`src/bcrm_pkg.sv`:
```
// Shared types, opcodes and register indexes of the bytecode register machine.
`timescale 1ns / 1ps

package bcrm_pkg;

   // Fixed machine geometry
   localparam int REG_COUNT    = 16;
   localparam int REG_ADDR_W   = 4;
   localparam int DATA_W       = 32;
   localparam int COST_W       = 8;
   localparam int NUM_COSTS    = 7;
   localparam int CSR_INDEX_W  = 3;
   localparam int OFFSET_W     = 8;
   localparam int LEN_W        = 3;
   localparam int OPCODE_W     = 8;
   localparam int NEXT_PC_W    = 16;
   localparam int REQ_DATA_W   = 88;
   localparam int RSP_DATA_W   = 88;

   // Defaults for top-level parameters
   localparam int PC_WIDTH_DEFAULT    = 16;
   localparam int QUEUE_DEPTH_DEFAULT = 2;

   // Opcode bytes
   localparam logic [OPCODE_W-1:0] OP_RET       = 8'd0;
   localparam logic [OPCODE_W-1:0] OP_ADD       = 8'd1;
   localparam logic [OPCODE_W-1:0] OP_SUB       = 8'd2;
   localparam logic [OPCODE_W-1:0] OP_MOV       = 8'd3;
   localparam logic [OPCODE_W-1:0] OP_MOVI      = 8'd4;
   localparam logic [OPCODE_W-1:0] OP_BRANCH    = 8'd5;
   localparam logic [OPCODE_W-1:0] OP_BRANCH_NZ = 8'd6;

   // Instruction byte lengths
   localparam logic [LEN_W-1:0] LEN_SHORT = 3'd1;
   localparam logic [LEN_W-1:0] LEN_PAIR  = 3'd2;
   localparam logic [LEN_W-1:0] LEN_IMM   = 3'd6;

   // Cost register indexes
   localparam logic [CSR_INDEX_W-1:0] CSR_COST_RETURN    = 3'd0;
   localparam logic [CSR_INDEX_W-1:0] CSR_COST_ADD       = 3'd1;
   localparam logic [CSR_INDEX_W-1:0] CSR_COST_SUB       = 3'd2;
   localparam logic [CSR_INDEX_W-1:0] CSR_COST_MOV       = 3'd3;
   localparam logic [CSR_INDEX_W-1:0] CSR_COST_MOVI      = 3'd4;
   localparam logic [CSR_INDEX_W-1:0] CSR_COST_BRANCH    = 3'd5;
   localparam logic [CSR_INDEX_W-1:0] CSR_COST_BRANCH_NZ = 3'd6;

   localparam logic [COST_W-1:0] COST_RESET = 8'd1;

   // Decoded operation class
   typedef enum logic [3:0] {
      KIND_START     = 4'd0,
      KIND_RETURN    = 4'd1,
      KIND_ADD       = 4'd2,
      KIND_SUB       = 4'd3,
      KIND_MOV       = 4'd4,
      KIND_MOVI      = 4'd5,
      KIND_BRANCH    = 4'd6,
      KIND_BRANCH_NZ = 4'd7,
      KIND_ILLEGAL   = 4'd8
   } kind_type;

   // Decoded word handed from the front end to the execute stage
   typedef struct packed {
      kind_type                    kind;
      logic [REG_ADDR_W-1:0]       dst;
      logic [REG_ADDR_W-1:0]       src;
      logic [DATA_W-1:0]           value;   // start parameter or immediate
      logic [COST_W-1:0]           cost;
      logic [LEN_W-1:0]            len;
      logic signed [OFFSET_W-1:0]  offset;
   } op_type;

   // Queue status seen by both ends
   typedef struct packed {
      logic full;
      logic empty;
   } qstat_type;

endpackage

```
`src/bytecode_register_machine_exec.sv`:
```
// Top level of the bytecode register machine execute block.
// Path: an accepted request word enters the queue, then its operands are read into
// the execute stage, which loads the result register when it is free or draining.
// Throughput: one word per cycle while rsp_tready is high, set by the single execute
// stage that reads operands with a same-edge bypass from the register file write port.
// Reset: synchronous, clears registers, flags, pc, cycle total, queue; costs become 1.
`timescale 1ns / 1ps

module bytecode_register_machine_exec
   import bcrm_pkg::*;
#(
   parameter int PC_WIDTH    = PC_WIDTH_DEFAULT,
   parameter int QUEUE_DEPTH = QUEUE_DEPTH_DEFAULT
) (
   input  logic                    clock,
   input  logic                    reset,
   input  logic                    req_tvalid,
   output logic                    req_tready,
   // req_tdata: start_param[31:0], opcode[39:32], dest_reg[43:40], src_reg[47:44],
   //            immediate[79:48], branch_offset[87:80]
   input  logic [REQ_DATA_W-1:0]   req_tdata,
   // req_tuser: action[0]
   input  logic                    req_tuser,
   output logic                    rsp_tvalid,
   input  logic                    rsp_tready,
   // rsp_tdata: next_pc[15:0], halted[16], illegal[17], result_value[49:18],
   //            cycle_total[81:50], negative[82], zero pad[87:83]
   output logic [RSP_DATA_W-1:0]   rsp_tdata,
   input  logic                    csr_valid,
   output logic                    csr_ready,
   input  logic [CSR_INDEX_W-1:0]  csr_index,
   input  logic [COST_W-1:0]       csr_wdata
);

   qstat_type q_status;
   logic      q_push, q_pop;
   op_type    q_data, q_head;

   bcrm_front u_front (
      .clock      (clock),
      .reset      (reset),
      .req_tvalid (req_tvalid),
      .req_tready (req_tready),
      .req_tdata  (req_tdata),
      .req_tuser  (req_tuser),
      .csr_valid  (csr_valid),
      .csr_ready  (csr_ready),
      .csr_index  (csr_index),
      .csr_wdata  (csr_wdata),
      .q_status   (q_status),
      .q_push     (q_push),
      .q_data     (q_data)
   );

   bcrm_queue #(
      .QUEUE_DEPTH (QUEUE_DEPTH)
   ) u_queue (
      .clock     (clock),
      .reset     (reset),
      .push      (q_push),
      .push_data (q_data),
      .pop       (q_pop),
      .head      (q_head),
      .status    (q_status)
   );

   bcrm_exec #(
      .PC_WIDTH (PC_WIDTH)
   ) u_exec (
      .clock      (clock),
      .reset      (reset),
      .q_head     (q_head),
      .q_status   (q_status),
      .q_pop      (q_pop),
      .rsp_tvalid (rsp_tvalid),
      .rsp_tready (rsp_tready),
      .rsp_tdata  (rsp_tdata)
   );

   // Reset leaves no word in flight
   a_reset_empty: assert property (@(posedge clock)
      reset |=> (!rsp_tvalid && q_status.empty))
      else $error("word in flight after reset");

   // Never push into a full queue
   a_no_overflow: assert property (@(posedge clock) disable iff (reset)
      q_push |-> !q_status.full)
      else $error("queue overflow");

   // Never pop an empty queue
   a_no_underflow: assert property (@(posedge clock) disable iff (reset)
      q_pop |-> !q_status.empty)
      else $error("queue underflow");

   // An illegal opcode always halts
   a_illegal_halts: assert property (@(posedge clock) disable iff (reset)
      (rsp_tvalid && rsp_tdata[17]) |-> rsp_tdata[16])
      else $error("illegal result without halt");

endmodule

```
`src/bcrm_front.sv`:
```
// Front end: takes request words and cost writes, decodes into queue entries.
`timescale 1ns / 1ps

module bcrm_front
   import bcrm_pkg::*;
(
   input  logic                    clock,
   input  logic                    reset,
   input  logic                    req_tvalid,
   output logic                    req_tready,
   // req_tdata: start_param[31:0], opcode[39:32], dest_reg[43:40], src_reg[47:44],
   //            immediate[79:48], branch_offset[87:80]
   input  logic [REQ_DATA_W-1:0]   req_tdata,
   // req_tuser: action[0]
   input  logic                    req_tuser,
   input  logic                    csr_valid,
   output logic                    csr_ready,
   input  logic [CSR_INDEX_W-1:0]  csr_index,
   input  logic [COST_W-1:0]       csr_wdata,
   input  qstat_type               q_status,
   output logic                    q_push,
   output op_type                  q_data
);

   logic [COST_W-1:0]   cost_ff [NUM_COSTS];
   logic [OPCODE_W-1:0] opcode;

   // Cost registers: accept every write, ignore indexes past the list
   assign csr_ready = 1'b1;

   always_ff @(posedge clock) begin
      if (reset) begin
         for (int i = 0; i < NUM_COSTS; i++) cost_ff[i] <= COST_RESET;
      end else if (csr_valid && csr_ready &&
                   (32'(csr_index) < 32'(NUM_COSTS))) begin
         cost_ff[csr_index] <= csr_wdata;
      end
   end

   // Push straight into the queue while it has room
   assign req_tready = !q_status.full;
   assign q_push     = req_tvalid && req_tready;
   assign opcode     = req_tdata[39:32];

   // Classify the word
   always_comb begin
      q_data.dst    = req_tdata[43:40];
      q_data.src    = req_tdata[47:44];
      q_data.offset = req_tdata[87:80];
      q_data.value  = req_tdata[79:48];
      q_data.cost   = '0;
      q_data.len    = LEN_SHORT;
      q_data.kind   = KIND_ILLEGAL;
      if (req_tuser) begin
         q_data.kind  = KIND_START;
         q_data.value = req_tdata[31:0];
      end else begin
         if (opcode < OPCODE_W'(NUM_COSTS)) begin
            q_data.cost = cost_ff[CSR_INDEX_W'(opcode)];
         end
         case (opcode)
            OP_RET: begin
               q_data.kind = KIND_RETURN;
            end
            OP_ADD: begin
               q_data.kind = KIND_ADD;
               q_data.len  = LEN_PAIR;
            end
            OP_SUB: begin
               q_data.kind = KIND_SUB;
               q_data.len  = LEN_PAIR;
            end
            OP_MOV: begin
               q_data.kind = KIND_MOV;
               q_data.len  = LEN_PAIR;
            end
            OP_MOVI: begin
               q_data.kind = KIND_MOVI;
               q_data.len  = LEN_IMM;
            end
            OP_BRANCH: begin
               q_data.kind = KIND_BRANCH;
               q_data.len  = LEN_PAIR;
            end
            OP_BRANCH_NZ: begin
               q_data.kind = KIND_BRANCH_NZ;
               q_data.len  = LEN_PAIR;
            end
            default: begin
               q_data.kind = KIND_ILLEGAL;
            end
         endcase
      end
   end

endmodule

```
`src/bcrm_queue.sv`:
```
// Short queue of decoded words between the front end and the execute stage.
`timescale 1ns / 1ps

module bcrm_queue
   import bcrm_pkg::*;
#(
   parameter int QUEUE_DEPTH = QUEUE_DEPTH_DEFAULT
) (
   input  logic       clock,
   input  logic       reset,
   input  logic       push,
   input  op_type     push_data,
   input  logic       pop,
   output op_type     head,
   output qstat_type  status
);

   localparam int PTR_W = $clog2(QUEUE_DEPTH);
   localparam int CNT_W = $clog2(QUEUE_DEPTH + 1);

   op_type             slot_ff [QUEUE_DEPTH];
   logic [PTR_W-1:0]   wr_ptr_ff, rd_ptr_ff;
   logic [CNT_W-1:0]   count_ff;

   assign head          = slot_ff[rd_ptr_ff];
   assign status.full   = (count_ff == CNT_W'(QUEUE_DEPTH));
   assign status.empty  = (count_ff == '0);

   // Store payload without reset
   always_ff @(posedge clock) begin
      if (push) slot_ff[wr_ptr_ff] <= push_data;
   end

   // Advance pointers and occupancy
   always_ff @(posedge clock) begin
      if (reset) begin
         wr_ptr_ff <= '0;
         rd_ptr_ff <= '0;
         count_ff  <= '0;
      end else begin
         if (push) begin
            wr_ptr_ff <= (wr_ptr_ff == PTR_W'(QUEUE_DEPTH - 1)) ? '0 : wr_ptr_ff + 1'b1;
         end
         if (pop) begin
            rd_ptr_ff <= (rd_ptr_ff == PTR_W'(QUEUE_DEPTH - 1)) ? '0 : rd_ptr_ff + 1'b1;
         end
         if (push && !pop) count_ff <= count_ff + 1'b1;
         else if (pop && !push) count_ff <= count_ff - 1'b1;
      end
   end

endmodule

```
`src/bcrm_exec.sv`:
```
// Execute stage: register file, flags, pc, cycle total and result register.
`timescale 1ns / 1ps

module bcrm_exec
   import bcrm_pkg::*;
#(
   parameter int PC_WIDTH = PC_WIDTH_DEFAULT
) (
   input  logic                    clock,
   input  logic                    reset,
   input  op_type                  q_head,
   input  qstat_type               q_status,
   output logic                    q_pop,
   output logic                    rsp_tvalid,
   input  logic                    rsp_tready,
   // rsp_tdata: next_pc[15:0], halted[16], illegal[17], result_value[49:18],
   //            cycle_total[81:50], negative[82], zero pad[87:83]
   output logic [RSP_DATA_W-1:0]   rsp_tdata
);

   // Register file storage and per-entry valid bits
   logic [DATA_W-1:0]     rf_mem_ff [REG_COUNT];
   logic [REG_COUNT-1:0]  rf_valid_ff;

   // Execute stage holding registers
   logic                  e_valid_ff;
   op_type                e_op_ff;
   logic [DATA_W-1:0]     a_ff, b_ff;
   logic                  zero_ff, neg_ff;
   logic [PC_WIDTH-1:0]   pc_ff;
   logic [DATA_W-1:0]     acc_ff, r0_ff;

   // Result register
   logic                  rsp_valid_ff;
   logic [NEXT_PC_W-1:0]  rsp_pc_ff;
   logic                  rsp_halt_ff, rsp_ill_ff, rsp_neg_ff;
   logic [DATA_W-1:0]     rsp_r0_ff, rsp_acc_ff;

   // Next values
   logic                  e_fire;
   logic                  w_en;
   logic [REG_ADDR_W-1:0] w_addr;
   logic [DATA_W-1:0]     w_data;
   logic                  set_flags, take;
   logic [DATA_W-1:0]     acc_in, r0_in;
   logic [PC_WIDTH-1:0]   pc_in;
   logic                  zero_in, neg_in, halt_in, ill_in;

   // Fire when the result register is free or drains this cycle
   assign e_fire = e_valid_ff && (!rsp_valid_ff || rsp_tready);
   assign q_pop  = !q_status.empty && (!e_valid_ff || e_fire);

   // Work out the operation
   always_comb begin
      w_en      = 1'b0;
      w_addr    = e_op_ff.dst;
      w_data    = b_ff;
      set_flags = 1'b0;
      take      = 1'b0;
      halt_in   = 1'b0;
      ill_in    = 1'b0;
      case (e_op_ff.kind)
         KIND_START: begin
            w_en   = 1'b1;
            w_addr = '0;
            w_data = e_op_ff.value;
         end
         KIND_RETURN: begin
            halt_in = 1'b1;
         end
         KIND_ADD: begin
            w_en      = 1'b1;
            w_data    = a_ff + b_ff;
            set_flags = 1'b1;
         end
         KIND_SUB: begin
            w_en      = 1'b1;
            w_data    = a_ff - b_ff;
            set_flags = 1'b1;
         end
         KIND_MOV: begin
            w_en   = 1'b1;
            w_data = b_ff;
         end
         KIND_MOVI: begin
            w_en   = 1'b1;
            w_data = e_op_ff.value;
         end
         KIND_BRANCH: begin
            take = 1'b1;
         end
         KIND_BRANCH_NZ: begin
            take = !zero_ff;
         end
         default: begin
            halt_in = 1'b1;
            ill_in  = 1'b1;
         end
      endcase

      zero_in = set_flags ? (w_data == '0) : zero_ff;
      neg_in  = set_flags ? w_data[DATA_W-1] : neg_ff;
      r0_in   = (w_en && (w_addr == '0)) ? w_data : r0_ff;

      if (e_op_ff.kind == KIND_START) begin
         pc_in  = '0;
         acc_in = '0;
      end else begin
         pc_in  = pc_ff + PC_WIDTH'(e_op_ff.len) +
                  (take ? PC_WIDTH'(e_op_ff.offset) : '0);
         acc_in = acc_ff + DATA_W'(e_op_ff.cost);
      end
   end

   // Write the register file
   always_ff @(posedge clock) begin
      if (e_fire && w_en) rf_mem_ff[w_addr] <= w_data;
   end

   always_ff @(posedge clock) begin
      if (reset) begin
         rf_valid_ff <= '0;
      end else if (e_fire && w_en) begin
         rf_valid_ff[w_addr] <= 1'b1;
      end
   end

   // Read operands into the stage, bypassing the write of this same edge
   always_ff @(posedge clock) begin
      if (q_pop) begin
         e_op_ff <= q_head;
         if (e_fire && w_en && (w_addr == q_head.dst)) a_ff <= w_data;
         else a_ff <= rf_valid_ff[q_head.dst] ? rf_mem_ff[q_head.dst] : '0;
         if (e_fire && w_en && (w_addr == q_head.src)) b_ff <= w_data;
         else b_ff <= rf_valid_ff[q_head.src] ? rf_mem_ff[q_head.src] : '0;
      end
   end

   // Update machine state and stage occupancy
   always_ff @(posedge clock) begin
      if (reset) begin
         e_valid_ff <= 1'b0;
         zero_ff    <= 1'b0;
         neg_ff     <= 1'b0;
         pc_ff      <= '0;
         acc_ff     <= '0;
         r0_ff      <= '0;
      end else begin
         if (q_pop) e_valid_ff <= 1'b1;
         else if (e_fire) e_valid_ff <= 1'b0;
         if (e_fire) begin
            zero_ff <= zero_in;
            neg_ff  <= neg_in;
            pc_ff   <= pc_in;
            acc_ff  <= acc_in;
            r0_ff   <= r0_in;
         end
      end
   end

   // Hold the result word until taken
   always_ff @(posedge clock) begin
      if (reset) begin
         rsp_valid_ff <= 1'b0;
      end else if (e_fire) begin
         rsp_valid_ff <= 1'b1;
      end else if (rsp_tready) begin
         rsp_valid_ff <= 1'b0;
      end
   end

   always_ff @(posedge clock) begin
      if (e_fire) begin
         rsp_pc_ff   <= NEXT_PC_W'(pc_in);
         rsp_halt_ff <= halt_in;
         rsp_ill_ff  <= ill_in;
         rsp_r0_ff   <= r0_in;
         rsp_acc_ff  <= acc_in;
         rsp_neg_ff  <= neg_in;
      end
   end

   assign rsp_tvalid = rsp_valid_ff;
   assign rsp_tdata  = {5'b0, rsp_neg_ff, rsp_acc_ff, rsp_r0_ff,
                        rsp_ill_ff, rsp_halt_ff, rsp_pc_ff};

endmodule

```
`config.mk`:
```
export PLATFORM = sky130hd
export DESIGN_NAME = bytecode_register_machine_exec
export DESIGN_NICKNAME = d
export VERILOG_FILES = /design/src/bcrm_pkg.sv /design/src/bytecode_register_machine_exec.sv /design/src/bcrm_front.sv /design/src/bcrm_queue.sv /design/src/bcrm_exec.sv
export SDC_FILE = /design/constraint.sdc
export NUM_CORES = 2
export LEC_CHECK = 0
export BUFFER_PORTS_ARGS = -buffer_cell sky130_fd_sc_hd__buf_2
export CELL_PAD_IN_SITES_DETAIL_PLACEMENT = 0
export CELL_PAD_IN_SITES_GLOBAL_PLACEMENT = 1
export CORE_AREA = 2 2 352 354
export DETAILED_ROUTE_END_ITERATION = 7
export DIE_AREA = 0 0 354 356
export PLACE_DENSITY_LB_ADDON = 0.1
export SYNTH_ARGS = -nofsm -noshare
export SYNTH_HDL_FRONTEND = slang
export SYNTH_SLANG_ARGS = --single-unit
```
`constraint.sdc`:
```
create_clock -name clock -period 6.48 [get_ports clock]
set_input_delay 0.648 -clock clock [delete_from_list [all_inputs] [get_ports clock]]
set_output_delay 0.648 -clock clock [all_outputs]
set_load 0.005 [all_outputs]
```
==> results.toml <==
[pwr]
switchingPower_mw = 10.7
swShare_pct = 39.5
power.share.clock_pct = 22.8
p_int_mw = 16.3
power_mw = 27.0
ir_drop_uv = 280
power.density_mw_per_mm2 = 490
pwr-share-comb_pct = 40.6
pwr-share-seq_pct = 36.6
leakage_nw = 19.4

[timing]
finalHoldViolCount = 0
setup_viol_count_final = 0
fin_crit_ns = 5.64
timing.final.crit_share_pct = 87.1
final_max_slew_viol_count = 0
clock.fmax_mhz = 177
relSlewSlack_pct = 7.18
rsz0062_at_grt = "no"
finClkSkew_ns = 0.0346
worst_pin_slew_ns = 1.36
fin_tns_setup_ns = 0
whs_ns = 0.134

[setup_path]
path_cells = "nor4_1 > nand2b_1 > nor4_1 > inv_1 > o21ai_0 > xor2_1 > ha_1 > and3_1 > nand3_1 > a2bb2oi_1 > o21ai_0 > o21ai_1 > xnor2_1 > a222oi_1 > inv_1"
crit_arrival_ns = 5.95
path_max_fanout = 16
cp.required_ns = 6.79
worstReg2RegStart = "u_exec.b_ff[4]"
r2r_cells = 15
slowest_stage = "a222oi_1"
reg2reg_to = "u_exec.rf_mem_ff[15][20]"
critPathCaptureType = "register"
r2r_setup_slack_ns = 0.84
critPathBufInv = 2
cpPeakStageDelay_ns = 0.90
crit_family = "compound AO/OA/AOI/OAI gates"
critPathLaunchType = "register"
path_class = "reg -> reg"

[synthesis]
async_reset_ff_share_pct = 0
yosysTopAreaCellShare_pct = 55.5
ys_types = 88
ys_seq_elements = 1013
ys.flop_type = "edfxtp_1"
syn_inst = 3999
synth-edff-count = 900
synth_area_leaders = "edfxtp_1 (55%), mux4_2 (6.8%), nand2_1 (5.2%)"
synth_seq_area_share_pct = 60.1
yosysWarnings = 0
synth_area_mm2 = 0.0487
yosysTopAreaCell = "edfxtp_1"
syn_area_per_cell_um2 = 12.2

[placed_design]
port_buffers = 189
dp_hpwl_um = 87600
place_congestion = 0.842
placed_area_mm2 = 0.0515
dp.cells = 5619

[floorplan]
die_area_mm2 = 0.126
rows = 129
start_util_pct = 39.7
die_h_um = 356
fp.dieW_um = 354
ios = 196
design.core.area_mm2 = 0.123

[drt]
drtIter0Drc = 3282
drtPass1Iterations = 6
post_drt_via_cell_ratio = 5.66
antenna_left = 0
post-route-drc-count = 0
wl_um = 147000
drt-wirelength-per-cell_um = 25.2
route.vias.total = 32946

[global_route]
grt_pass1_vias = 31592
grt_pass1_wl_um = 214000
overflow = 0
track_usage_pct = 22.8
antenna_found_initial = 5
grt_max_degree = 142

[hold_path]
hold_depth = 1
holdPathEnd = "u_queue.slot_ff[1][51]"
hp-class = "in -> reg"
hold_path_startpoint = "req_tdata[44]"

[clock_tree]
clk_latency_ns = 0.73
cts_hold_buf = 0
htreeDepth = 3
cts.sinks = 1013
cts_setup_buffers = 0
path_clk_slew_ns = 0.06
cts_tree = "built"
clock-root-buffer = "clkbuf_16"
post_cts_resized = 0
numCtsBuffers = 110
cts_buffer_depth = 3

[final_layout]
syn2layout_area_growth_pct = 12.9
instances_no_fill = 5825
drive_gt1_share_pct = 18.0
design_area_mm2 = 0.0550
fin_nets = 4272
nFillCells = 11253

[status]
outcome = "complete, no violations"

[run]
maxCapViolCount = 0
-- metrics by stage --
step	setup slack, ns	util [%]
floorplan	1.80	-
global placement	0.934	42.0
detailed placement	0.855	42.0
CTS	0.808	44.8
global route	0.474	44.8
finish	0.835	44.8
-- cell type report --
cell class                 count  area, µm²  area share [%]
sequential                  1013      29300            53.3
clock inverter                54        432           0.785
inverter                      86        340           0.619
clock buffer                 151       3080            5.60
antenna                        1       2.50         0.00455
tap                         1637       2050            3.72
multi-input combinational   2620      18200            33.2
timing repair buffer         263       1570            2.85
-- cell usage after synthesis, types with 5 or more instances --
library cell and n:
o21bai_1 9, buf_1 47, ha_1 67, nand2b_1 18, clkbuf_1 217, a31oi_1 47
a221oi_1 5, nand3_1 184, mux2_2 122, a222oi_1 9, and4_1 5, o22ai_1 31
inv_1 84, a22oi_1 8, dfxtp_1 113, o211ai_1 6, or2_2 5, o21ai_0 99
o21a_1 9, nand4_1 23, nor2_1 302, mux4_2 148, edfxtp_1 900, mux2i_1 59
xnor2_1 43, nor3_1 32, a211oi_1 41, buf_4 11, a21oi_1 212, a311oi_1 99
buf_2 14, fa_1 6, o22a_1 5, nor4_1 12, nand3b_1 6, nor2b_1 13
and3_1 81, and2_1 24, nand2_1 676, or3_1 30, a22o_1 8, a21o_1 20
o31ai_1 12, xor2_1 52, or4_1 5
-- power groups by stage --
stage          sequential, mW  combinational, mW  clock (mW)
2_1_floorplan            9.72               7.11           0
3_3_place_gp             10.0               10.9           0
3_5_place_dp             9.99               10.9           0
4_1_cts                  9.86               10.9        6.30
5_1_grt                  9.95               11.9        6.56
6_report                 9.87               11.0        6.14
-- placed cells by master, fill, tap and decap left out, types with 70 or more instances in the layout --
cell type	synthesis	final
edfxtp_1	900	900
nand2_1	676	676
nor2_1	302	284
a21oi_1	212	212
buf_2	14	188
nand3_1	184	184
mux4_2	148	148
mux2_2	122	120
clkbuf_16	0	113
dfxtp_1	113	112
o21ai_0	99	99
a311oi_1	99	99
inv_1	84	81
and3_1	81	80
buf_4	11	70
-- registers in the layout (all words and copies together), names as in the netlist, 32 cells and up, named ones only --
name	cells
u_exec.rsp_acc_ff	32
u_exec.rsp_r0_ff	32
u_front.cost_ff	64
u_exec.e_op_ff	59
u_exec.rf_mem_ff	512
u_exec.acc_ff	32
u_exec.a_ff	32
u_queue.slot_ff	126
u_exec.r0_ff	32
u_exec.b_ff	32
-- layer usage --
layer	global-route usage, %	wire (µm)
met1	33.4	67300
met2	36.0	67700
met3	3.29	9220
met4	5.48	2580
met5	0	0
-- cell families (layout without fill, tap and decap cells) --
kind of cell,Yosys count,after routing,share of synthesized area [%]
muxes,329,329,10.9
other,2,15,0.0154
xor gates and xnor gates,95,95,1.71
AOI/OAI and AO/OA,670,670,9.12
and+or+nand+nor,1439,1439,13.1
adders and majority gates,73,73,1.97
DFF,1013,1013,60.1
buffers and inverters,378,554,3.08
-- how the worst max path moves through the flow --
stage	from	to	slack, ns	cells after the start
floorplan	u_exec.b_ff[13]	u_exec.rf_mem_ff[0][29]	1.80	18
global placement	u_exec.e_op_ff[62]	u_exec.rf_mem_ff[5][20]	0.93	15
detailed placement	u_exec.b_ff[4]	u_exec.rf_mem_ff[12][20]	0.85	15
CTS	u_exec.b_ff[4]	u_exec.rf_mem_ff[15][20]	0.81	15
global route	u_exec.b_ff[13]	u_exec.rf_mem_ff[3][29]	0.47	18
finish	u_exec.b_ff[4]	u_exec.rf_mem_ff[15][20]	0.84	15
Note: power is estimated with default switching activity, not from simulation.
